[src/rtl/core/kert_pkg.sv]
// kert_pkg: shared types and constants of the key edge and repeat tracker
`timescale 1ns / 1ps

package kert_pkg;

  localparam int KEY_W = 8;
  localparam int RAW_W = 8;
  localparam int DELAY_W = 8;
  localparam int CNT_W = 9;
  localparam int PRESS_BIT = 7;
  localparam int KEY_COUNT_DEF = 256;
  localparam int IN_TDATA_W = 16;
  localparam int OUT_TDATA_W = 16;
  localparam logic [DELAY_W-1:0] DELAY_RESET = 8'd10;

  // per-key entry held in the state memory
  typedef struct packed {
    logic             prev_pressed;
    logic [CNT_W-1:0] hold_count;
  } kert_entry_t;

  // result flags, lowest bit first in tdata: pressed, triggered, released, repeat_res
  typedef struct packed {
    logic repeat_res;
    logic released;
    logic triggered;
    logic pressed;
  } kert_flags_t;

  typedef enum logic {
    ST_CLEAR,
    ST_RUN
  } kert_state_t;

endpackage

[src/rtl/core/kert_state_mem.sv]
// kert_state_mem: per-key state memory, one write and one registered read port
`timescale 1ns / 1ps

module kert_state_mem #(
  parameter int DEPTH = 256,
  parameter int AW = 8
) (
  input  logic                  clk,
  input  logic                  rd_en,
  input  logic [AW-1:0]         rd_addr,
  output kert_pkg::kert_entry_t rd_data,
  input  logic                  wr_en,
  input  logic [AW-1:0]         wr_addr,
  input  kert_pkg::kert_entry_t wr_data
);
  import kert_pkg::*;

  kert_entry_t mem [DEPTH];
  kert_entry_t rd_data_r;

  always_ff @(posedge clk) begin
    if (wr_en) begin
      mem[wr_addr] <= wr_data;
    end
  end

  always_ff @(posedge clk) begin
    if (rd_en) begin
      rd_data_r <= mem[rd_addr];
    end
  end

  assign rd_data = rd_data_r;

endmodule

[src/rtl/core/kert_update.sv]
// kert_update: edge detect and hold counter update for one key sample
`timescale 1ns / 1ps

module kert_update (
  input  kert_pkg::kert_entry_t               cur,
  input  logic [kert_pkg::RAW_W-1:0]          raw_state,
  input  logic [kert_pkg::DELAY_W-1:0]        repeat_delay,
  input  logic                                in_range,
  output kert_pkg::kert_entry_t               nxt,
  output kert_pkg::kert_flags_t               flags
);
  import kert_pkg::*;

  logic             now;
  logic             held;
  logic [CNT_W-1:0] delay_ext;
  logic [CNT_W-1:0] cnt_upd;
  logic             rep;

  assign now       = raw_state[PRESS_BIT];
  assign held      = (raw_state != '0);
  assign delay_ext = CNT_W'(repeat_delay);

  always_comb begin
    cnt_upd = '0;
    rep     = 1'b0;
    if (held) begin
      // saturate one past the delay
      cnt_upd = (cur.hold_count <= delay_ext) ? cur.hold_count + CNT_W'(1) : cur.hold_count;
      rep     = (cnt_upd == CNT_W'(1)) || (cnt_upd > delay_ext);
    end
  end

  assign nxt.prev_pressed = now;
  assign nxt.hold_count   = cnt_upd;

  assign flags.pressed    = in_range & now;
  assign flags.triggered  = in_range & now & ~cur.prev_pressed;
  assign flags.released   = in_range & ~now & cur.prev_pressed;
  assign flags.repeat_res = in_range & rep;

endmodule

[src/rtl/core/key_edge_and_repeat_tracker.sv]
// key_edge_and_repeat_tracker: per-key edge detect and typematic repeat over a state memory
`timescale 1ns / 1ps
// path: an accepted item is held in the lookup stage register, then in the output register
// throughput: one item per cycle unless out_tready stalls, set by the single read-modify-write
//   of the state memory; a back-to-back same-key hit is served from a write-forward register
// reset: rst_n synchronous active low; afterwards a clearing pass zeroes every address of
//   the state memory, in_tready stays low meanwhile, cfg writes are taken at any time

module key_edge_and_repeat_tracker #(
  parameter int KEY_COUNT = kert_pkg::KEY_COUNT_DEF
) (
  input  logic                                 clk,
  input  logic                                 rst_n,
  // configuration: repeat_delay
  input  logic                                 cfg_valid,
  output logic                                 cfg_ready,
  input  logic [kert_pkg::DELAY_W-1:0]         cfg_data,
  // input items
  input  logic                                 in_tvalid,
  output logic                                 in_tready,
  input  logic [kert_pkg::IN_TDATA_W-1:0]      in_tdata,   // [7:0] key_index, [15:8] raw_state
  // result items
  output logic                                 out_tvalid,
  input  logic                                 out_tready,
  // [7:0] key_id, [8] pressed, [9] triggered, [10] released, [11] repeat_res, [15:12] zero
  output logic [kert_pkg::OUT_TDATA_W-1:0]     out_tdata
);
  import kert_pkg::*;

  localparam int AW    = (KEY_COUNT > 1) ? $clog2(KEY_COUNT) : 1;
  // wide enough for the key and for KEY_COUNT itself
  localparam int IDX_W = ((AW > KEY_W) ? AW : KEY_W) + 1;
  localparam logic [AW-1:0] LAST_ADDR = AW'(KEY_COUNT - 1);

  // sweep state
  kert_state_t st_r, st_nxt;
  logic [AW-1:0] clr_addr_r, clr_addr_nxt;
  logic          clr_we;
  logic          run_en;

  // config
  logic [DELAY_W-1:0] delay_r;

  // input decode
  logic [KEY_W-1:0] in_key;
  logic [RAW_W-1:0] in_raw;
  logic [IDX_W-1:0] in_key_ext;
  logic             in_accept;

  // lookup stage
  logic             s1_v_r;
  logic [KEY_W-1:0] s1_key_r;
  logic [RAW_W-1:0] s1_raw_r;
  logic             s1_in_range_r;
  logic [AW-1:0]    s1_addr_r;
  logic             s1_adv;

  // write-forward register: last entry written to the memory
  logic             fwd_v_r;
  logic [AW-1:0]    fwd_addr_r;
  kert_entry_t      fwd_data_r;

  // memory ports
  kert_entry_t      rd_data;
  kert_entry_t      cur;
  logic             wr_en;
  logic [AW-1:0]    wr_addr;
  kert_entry_t      wr_data;

  kert_entry_t      upd_nxt;
  kert_flags_t      upd_flags;

  // output register
  logic             out_v_r;
  logic [KEY_W-1:0] out_key_r;
  kert_flags_t      out_flags_r;

  // ---------------- configuration ----------------
  assign cfg_ready = 1'b1;

  always_ff @(posedge clk) begin
    if (!rst_n) begin
      delay_r <= DELAY_RESET;
    end else if (cfg_valid && cfg_ready) begin
      delay_r <= cfg_data;
    end
  end

  // ---------------- clearing sweep ----------------
  always_comb begin
    st_nxt       = st_r;
    clr_addr_nxt = clr_addr_r;
    case (st_r)
      ST_CLEAR: begin
        clr_addr_nxt = clr_addr_r + AW'(1);
        if (clr_addr_r == LAST_ADDR) begin
          st_nxt = ST_RUN;
        end
      end
      ST_RUN: begin
        st_nxt = ST_RUN;
      end
      default: begin
        st_nxt = ST_CLEAR;
      end
    endcase
  end

  always_comb begin
    clr_we = 1'b0;
    run_en = 1'b0;
    case (st_r)
      ST_CLEAR: clr_we = 1'b1;
      ST_RUN:   run_en = 1'b1;
      default: begin
        clr_we = 1'b0;
        run_en = 1'b0;
      end
    endcase
  end

  always_ff @(posedge clk) begin
    if (!rst_n) begin
      st_r       <= ST_CLEAR;
      clr_addr_r <= '0;
    end else begin
      st_r       <= st_nxt;
      clr_addr_r <= clr_addr_nxt;
    end
  end

  // ---------------- input side ----------------
  assign in_key     = in_tdata[KEY_W-1:0];
  assign in_raw     = in_tdata[KEY_W+RAW_W-1:KEY_W];
  assign in_key_ext = IDX_W'(in_key);

  // stage 1 moves on whenever the output register is free or being drained
  assign s1_adv    = s1_v_r && (!out_v_r || out_tready);
  assign in_tready = run_en && (!s1_v_r || s1_adv);
  assign in_accept = in_tvalid && in_tready;

  always_ff @(posedge clk) begin
    if (!rst_n) begin
      s1_v_r <= 1'b0;
    end else if (in_accept) begin
      s1_v_r <= 1'b1;
    end else if (s1_adv) begin
      s1_v_r <= 1'b0;
    end
  end

  always_ff @(posedge clk) begin
    if (in_accept) begin
      s1_key_r      <= in_key;
      s1_raw_r      <= in_raw;
      s1_in_range_r <= (in_key_ext < IDX_W'(KEY_COUNT));
      s1_addr_r     <= in_key_ext[AW-1:0];
    end
  end

  // ---------------- state memory ----------------
  kert_state_mem #(
    .DEPTH (KEY_COUNT),
    .AW    (AW)
  ) u_mem (
    .clk     (clk),
    .rd_en   (in_accept),
    .rd_addr (in_key_ext[AW-1:0]),
    .rd_data (rd_data),
    .wr_en   (wr_en),
    .wr_addr (wr_addr),
    .wr_data (wr_data)
  );

  // the read was taken at or before the last write; the forward register covers a same-key hit
  assign cur = (fwd_v_r && (fwd_addr_r == s1_addr_r)) ? fwd_data_r : rd_data;

  kert_update u_upd (
    .cur          (cur),
    .raw_state    (s1_raw_r),
    .repeat_delay (delay_r),
    .in_range     (s1_in_range_r),
    .nxt          (upd_nxt),
    .flags        (upd_flags)
  );

  // out-of-range keys leave the state untouched
  assign wr_en   = clr_we || (s1_adv && s1_in_range_r);
  assign wr_addr = clr_we ? clr_addr_r : s1_addr_r;
  assign wr_data = clr_we ? kert_entry_t'('0) : upd_nxt;

  always_ff @(posedge clk) begin
    if (!rst_n) begin
      fwd_v_r <= 1'b0;
    end else if (wr_en) begin
      fwd_v_r <= 1'b1;
    end
  end

  always_ff @(posedge clk) begin
    if (wr_en) begin
      fwd_addr_r <= wr_addr;
      fwd_data_r <= wr_data;
    end
  end

  // ---------------- output register ----------------
  always_ff @(posedge clk) begin
    if (!rst_n) begin
      out_v_r <= 1'b0;
    end else if (s1_adv) begin
      out_v_r <= 1'b1;
    end else if (out_tready) begin
      out_v_r <= 1'b0;
    end
  end

  always_ff @(posedge clk) begin
    if (s1_adv) begin
      out_key_r   <= s1_key_r;
      out_flags_r <= upd_flags;
    end
  end

  assign out_tvalid = out_v_r;
  assign out_tdata  = {{(OUT_TDATA_W - KEY_W - 4){1'b0}}, out_flags_r, out_key_r};

  // ---------------- assertions ----------------
  a_no_accept_while_clearing: assert property (@(posedge clk) disable iff (!rst_n)
    (st_r == ST_CLEAR) |-> !in_tready)
    else $error("item accepted during clearing pass");

  a_accept_fills_stage: assert property (@(posedge clk) disable iff (!rst_n)
    in_accept |=> s1_v_r)
    else $error("accepted item lost before lookup stage");

  a_item_write_needs_stage: assert property (@(posedge clk) disable iff (!rst_n)
    (wr_en && !clr_we) |-> (s1_v_r && s1_in_range_r))
    else $error("state write without a valid in-range item");

  a_trigger_implies_pressed: assert property (@(posedge clk) disable iff (!rst_n)
    (out_tvalid && out_tdata[KEY_W+1]) |-> out_tdata[KEY_W])
    else $error("triggered without pressed");

  a_no_edge_pair: assert property (@(posedge clk) disable iff (!rst_n)
    out_tvalid |-> !(out_tdata[KEY_W+1] && out_tdata[KEY_W+2]))
    else $error("triggered and released together");

endmodule
[config.mk]
export PLATFORM = sky130hd
export DESIGN_NAME = key_edge_and_repeat_tracker
export DESIGN_NICKNAME = d
export VERILOG_FILES = /design/src/rtl/core/kert_pkg.sv /design/src/rtl/core/kert_state_mem.sv /design/src/rtl/core/kert_update.sv /design/src/rtl/core/key_edge_and_repeat_tracker.sv
export SDC_FILE = /design/constraint.sdc
export NUM_CORES = 2
export LEC_CHECK = 0
export BUFFER_PORTS_ARGS = -buffer_cell sky130_fd_sc_hd__clkbuf_2
export CORE_MARGIN = 2
export CORE_UTILIZATION = 55
export DETAILED_ROUTE_END_ITERATION = 12
export HOLD_SLACK_MARGIN = 0.06
export PLACE_DENSITY = 0.73
export SYNTH_ARGS = -nofsm -noshare
export SYNTH_HDL_FRONTEND = slang
export SYNTH_HIERARCHICAL = 1
export SYNTH_SLANG_ARGS = --single-unit
[constraint.sdc]
create_clock -name clk -period 7.2 [get_ports clk]
set_input_delay 0.72 -clock clk [delete_from_list [all_inputs] [get_ports clk]]
set_output_delay 0.72 -clock clk [all_outputs]
set_load 0.02 [all_outputs]
# ---- Word-level counts from Yosys, hierarchy flattened
# Memories as Yosys holds them, arrays and structs flattened. A register that Yosys moved wholly into a read port is not among the register bits.
# Cells that the tools add are included.
# Widths: inputs -> output; s select.
dict set report totals {
  ram_bits 2560
  mem_count 1
  ff_bits 67
  input_bits 29
}
dict set report classes {
  mux 16
  n_reduce_logical 14
  order_cmp 3
  n_bitwise 8
  add_sub_neg 2
  n_eq_ne 3
}
# memory depth width read_ports rd_ports_with_merged_regs wr line
set mem_list {}
lappend mem_list {u_mem.mem 256 10 1 1 1 kert_state_mem.sv:18} ;# kert_entry_t mem [DEPTH];
# op n
set ops {}
lappend ops {{$mux 10} 2}
lappend ops {{$mux 9} 2}
lappend ops {{$mux 1} 10}
lappend ops {{$add 9x1->9 const B} 1}
lappend ops {{$eq 9x1->1 const B} 1}
lappend ops {{$gt 9x8->1} 1}
lappend ops {{$le 9x8->1} 1}
lappend ops {{$lt 8x9->1 const B} 1}
lappend ops {{$add 8x1->8 const B} 1}
lappend ops {{$eq 8x8->1} 1}
lappend ops {{$eq 8x8->1 const B} 1}
lappend ops {{$mux 8} 1}
lappend ops {{$reduce_bool 8->1} 1}
lappend ops {{$and 1x1->1} 5}
lappend ops {{$logic_and 1x1->1} 5}
lappend ops {{$logic_or 1x1->1} 4}
lappend ops {{$reduce_bool 2->1} 2}
lappend ops {{$not 1->1} 3}
lappend ops {{$logic_not 1->1} 2}
lappend ops {{$pmux 1 s2} 1}

# ---- Longest topological paths before layout
dict set report depth {
  ltp_word 9
  ltp_mapped 19
}

# ---- Cells and area by module
# Netlist, hierarchy kept.
# module area_each_um2 instances seq_area_each_um2 cells_per_inst
set by_module_without_submodules {}
lappend by_module_without_submodules {kert_state_mem 99354.0 1 77174.0 4642}
lappend by_module_without_submodules {key_edge_and_repeat_tracker 2605.0 1 1781.7 174}
lappend by_module_without_submodules {kert_update 753.2 1 0.0 103}

# ---- Worst setup path before layout
# Ideal clock, no wire load.
dict set report synth_path {
  path_kind {register to register}
  start {reg s1_addr_r[6]}
  end {reg fwd_data_r[3] (netlist bit) (data pin)}
  setup_time_ps 870
  synth_period_minus_slack_ps 7145
  t_required_ps 6330
  arrival_ps 6275
  setup_slack_ps 55
  path_buffers 0
  path_stages_with_launch 13
  cell_sequence {edfxtp_1 -> xnor2_1 -> nand3_1 -> nor3_4 -> mux2_2 -> ha_1 -> nand4b_4 -> o21ai_0 -> o31ai_1 -> nand4_1 -> xnor2_1 -> and2_1 -> and2_1}
}
# item line
set synth_rtl {}
lappend synth_rtl {{from (decl)} key_edge_and_repeat_tracker.sv:55} ;# logic [AW-1:0] s1_addr_r;
lappend synth_rtl {{from (signal assigned)} key_edge_and_repeat_tracker.sv:157} ;# s1_addr_r <= in_key_ext[AW-1:0];
lappend synth_rtl {{to (signal assigned)} key_edge_and_repeat_tracker.sv:203} ;# fwd_data_r <= wr_data;
lappend synth_rtl {{to (decl)} key_edge_and_repeat_tracker.sv:61} ;# kert_entry_t fwd_data_r;

==> reports/results.tsv <==
metric	value	unit
outcome	complete, but fails checks	
violations	max-capacitance violations, max-slew violations	
place.gp.congestion	0.877	
cts.sinks	2636	
post-route-period-util	75.5	%
leakagePower	37.8	nW
final_hold_viol_count	0	
synth_warnings	6	
cts_inserted_buffers	274	
portBuffers	42	
ir_worst_vdd	256	uV
fin_crit	5430	ps
worst-setup-path-type	flop to flop	
setup-tns-final	0	ps
synth_edf_count	2616	
initial_core_util	55.4	%
grt_start_max_net_pins	232	
cts_max_level	5	
coreArea	185000	um^2
powerDensity	272	nW/um^2
dp_hpwl	155	mm
nets	5196	
clk_pin_slew_worst_paths	60	ps
numPlacedInstances	7335	
syn_avg_cell_area	20.9	um^2
worstPathRequired	7890	ps
grt_use_total	27.4	%
syn2layout_area_growth	11.4	%
rsz0062_at_grt	no	
clock-root-buffer	clkbuf_16	
clk_latency	930	ps
worst_slew_pin_slew	1500	ps
worst_setup_path_start_kind	flop	
maxCapViolations	1	
die_w	436	um
finalSetupViolations	0	
drv_slew	2	
grt_pass1_wl	373	mm
max_freq	184	MHz
ys_top_cells_by_count	edfxtp_1, mux4_2, nor2_1, mux2i_1, a22oi_1	
postCtsSetupBuffers	0	
synth_cells	4919	
cts_buffer_depth	4	
wire_per_inst	33.4	um
ys_seq_area_share	76.9	%
yosysTopAreaCellShare	76.5	%
overflow	0	
syn_area	103000	um^2
dieHeight	436	um
grt_pass1_vias	51592	
synth_cell_types	70	
cp-end-kind	flop	
relSlewSlack	-1.02	%
min_path_type	input pin to flop	
drive_above_1_share	21.3	%
arrival	6120	ps
dieArea	190000	um^2
critPathMaxFanout	100	
fin_cells	7818	
viasPerCell	6.76	
yosysMostFrequentCell	edfxtp_1	
finalClockSkew	46.5	ps
async_flop_share	0	%
num_rows	158	
ys_top_cells_by_area	edfxtp_1, mux4_2, mux2i_1	
antenna_found_initial	7	
postRouteAntennaNets	0	
drc	0	
drt_iter0_drc	8137	
cts_tree	built	
ys_ff_latch	2636	
synth_top_cell_by_area	edfxtp_1	
cts_resized	0	
pin_count	48	
yosys_most_used_dff	edfxtp_1	
first_pass_iters	6	
drt_wl_total	261	mm
vias	52817	
## sequential cells by signal, summed over array words and instances (netlist names)
| register | flops |
|---|---|
| u_mem/rd_data | 10 |
| s1_addr_r | 8 |
| delay_r | 8 |
| fwd_v_r | 1 |
| s1_raw_r | 8 |
| fwd_data_r | 10 |
| out_tvalid | 1 |
| clr_addr_r | 8 |
| s1_v_r | 1 |
| out_tdata | 4 |
| fwd_addr_r | 8 |
| st_r | 1 |
| out_key_r | 8 |
| u_mem/mem | 2560 |
## path summary, 6_finish.rpt
kind	startpoint	to	slack, ps	cells after the start
max	s1_addr_r[1]$_DFFE_PP_	u_mem/mem[3][1]$_DFFE_PP_	1770	13
min	out_tready	out_tvalid$_SDFFE_PN0P_	170	3
max reg2reg	s1_addr_r[1]$_DFFE_PP_	u_mem/mem[3][1]$_DFFE_PP_	1770	13
min reg2reg	delay_r[3]$_SDFFE_PN1P_	delay_r[3]$_SDFFE_PN1P_	470	2
## worst max-delay path, stage by stage, from the launching register on
cell	delay, ps
edfxtp_1	430
xnor2_1	210
nand3_1	150
nor3_4	490
mux2_2	500
ha_1	350
a21oi_1	210
a211oi_1	140
o31ai_1	660
nand2_1	120
nand2_1	120
and2_1	120
and2_4	940
buf_4	520
## metrics by stage
step	area [um^2]	hold slack (ps)	setup slack, ps	power [W]	utilization [%]
after floorplan	103000	441	54.6	0.0177	-
after global placement	106000	460	1920	0.0180	57.1
after detailed placement	106000	460	1870	0.0180	57.1
after CTS	114000	97.3	1850	0.0312	61.7
after global routing	114000	163	1370	0.0319	61.7
final	114000	169	1770	0.0311	61.7
## layer usage
layer	GRT usage (%)	up-vias	part of all wire, %
li1	-	21012	-
met2	41.6	3630	47
met4	9.88	10	3.7
met1	39.2	27662	37
met3	6.70	503	13
met5	0	-	0.026
## layout make-up
type                            count  area [um^2]
Sequential cell                  2636        79000
Fill cell                       12352        71000
Multi-Input combinational cell   1977        21900
Clock buffer                      342         7350
Tap cell                         2480         3100
Timing Repair Buffer              244         2060
Clock inverter                    120          977
Inverter                           16         60.1
Antenna cell                        3         7.51
## report_power, final
group          total, W  switching, W  leakage, nW  internal (W)
Clock            0.0134       0.00558         4.09       0.00780
Combinational   0.00109      0.000711         7.99      0.000382
Sequential       0.0166    0.00000900         25.7        0.0166
Total            0.0311       0.00630         37.8        0.0248
## what timing repair did
item                       in CTS  in global routing
hold buffers                   17                  0
setup endpoints to repair       0                  0
hold endpoints to repair       17                  0
## cells in the final DEF, fill, tap and decap left out, types with 18 or more instances in the layout
cell type / Yosys / routed
edfxtp_1: 2616 / 2616
mux4_2: 495 / 495
nor2_1: 305 / 302
clkbuf_16: 0 / 285
mux2i_1: 219 / 219
a22oi_1: 191 / 191
buf_4: 35 / 163
a21oi_1: 118 / 117
nand2_1: 64 / 63
clkbuf_1: 136 / 57
o22ai_1: 57 / 57
clkinv_1: 0 / 55
nand3_1: 44 / 43
clkinv_2: 0 / 42
mux4_1: 41 / 41
clkbuf_2: 1 / 40
o221ai_1: 40 / 40
nor3_1: 35 / 34
nor2b_1: 36 / 32
nor4_1: 27 / 23
buf_12: 16 / 22
dfxtp_1: 20 / 20
mux2_2: 18 / 18
xnor2_1: 18 / 18
nand4_1: 18 / 18
ha_1: 18 / 18
## cells by family (layout without fill, tap and decap cells)
kind of cell	Yosys count	in the layout	synth area share [%]
flip-flops	2636	2636	76.9
multiplexers	773	773	14.2
AND/OR/NAND/NOR	606	606	2.77
AO/OA/AOI/OAI	550	550	3.78
buffers and inverters	313	722	1.94
XOR/XNOR	21	21	0.179
adder cells (fa/ha/maj)	18	18	0.219
other	2	12	0.00731
(Power assumes the default switching activity.)
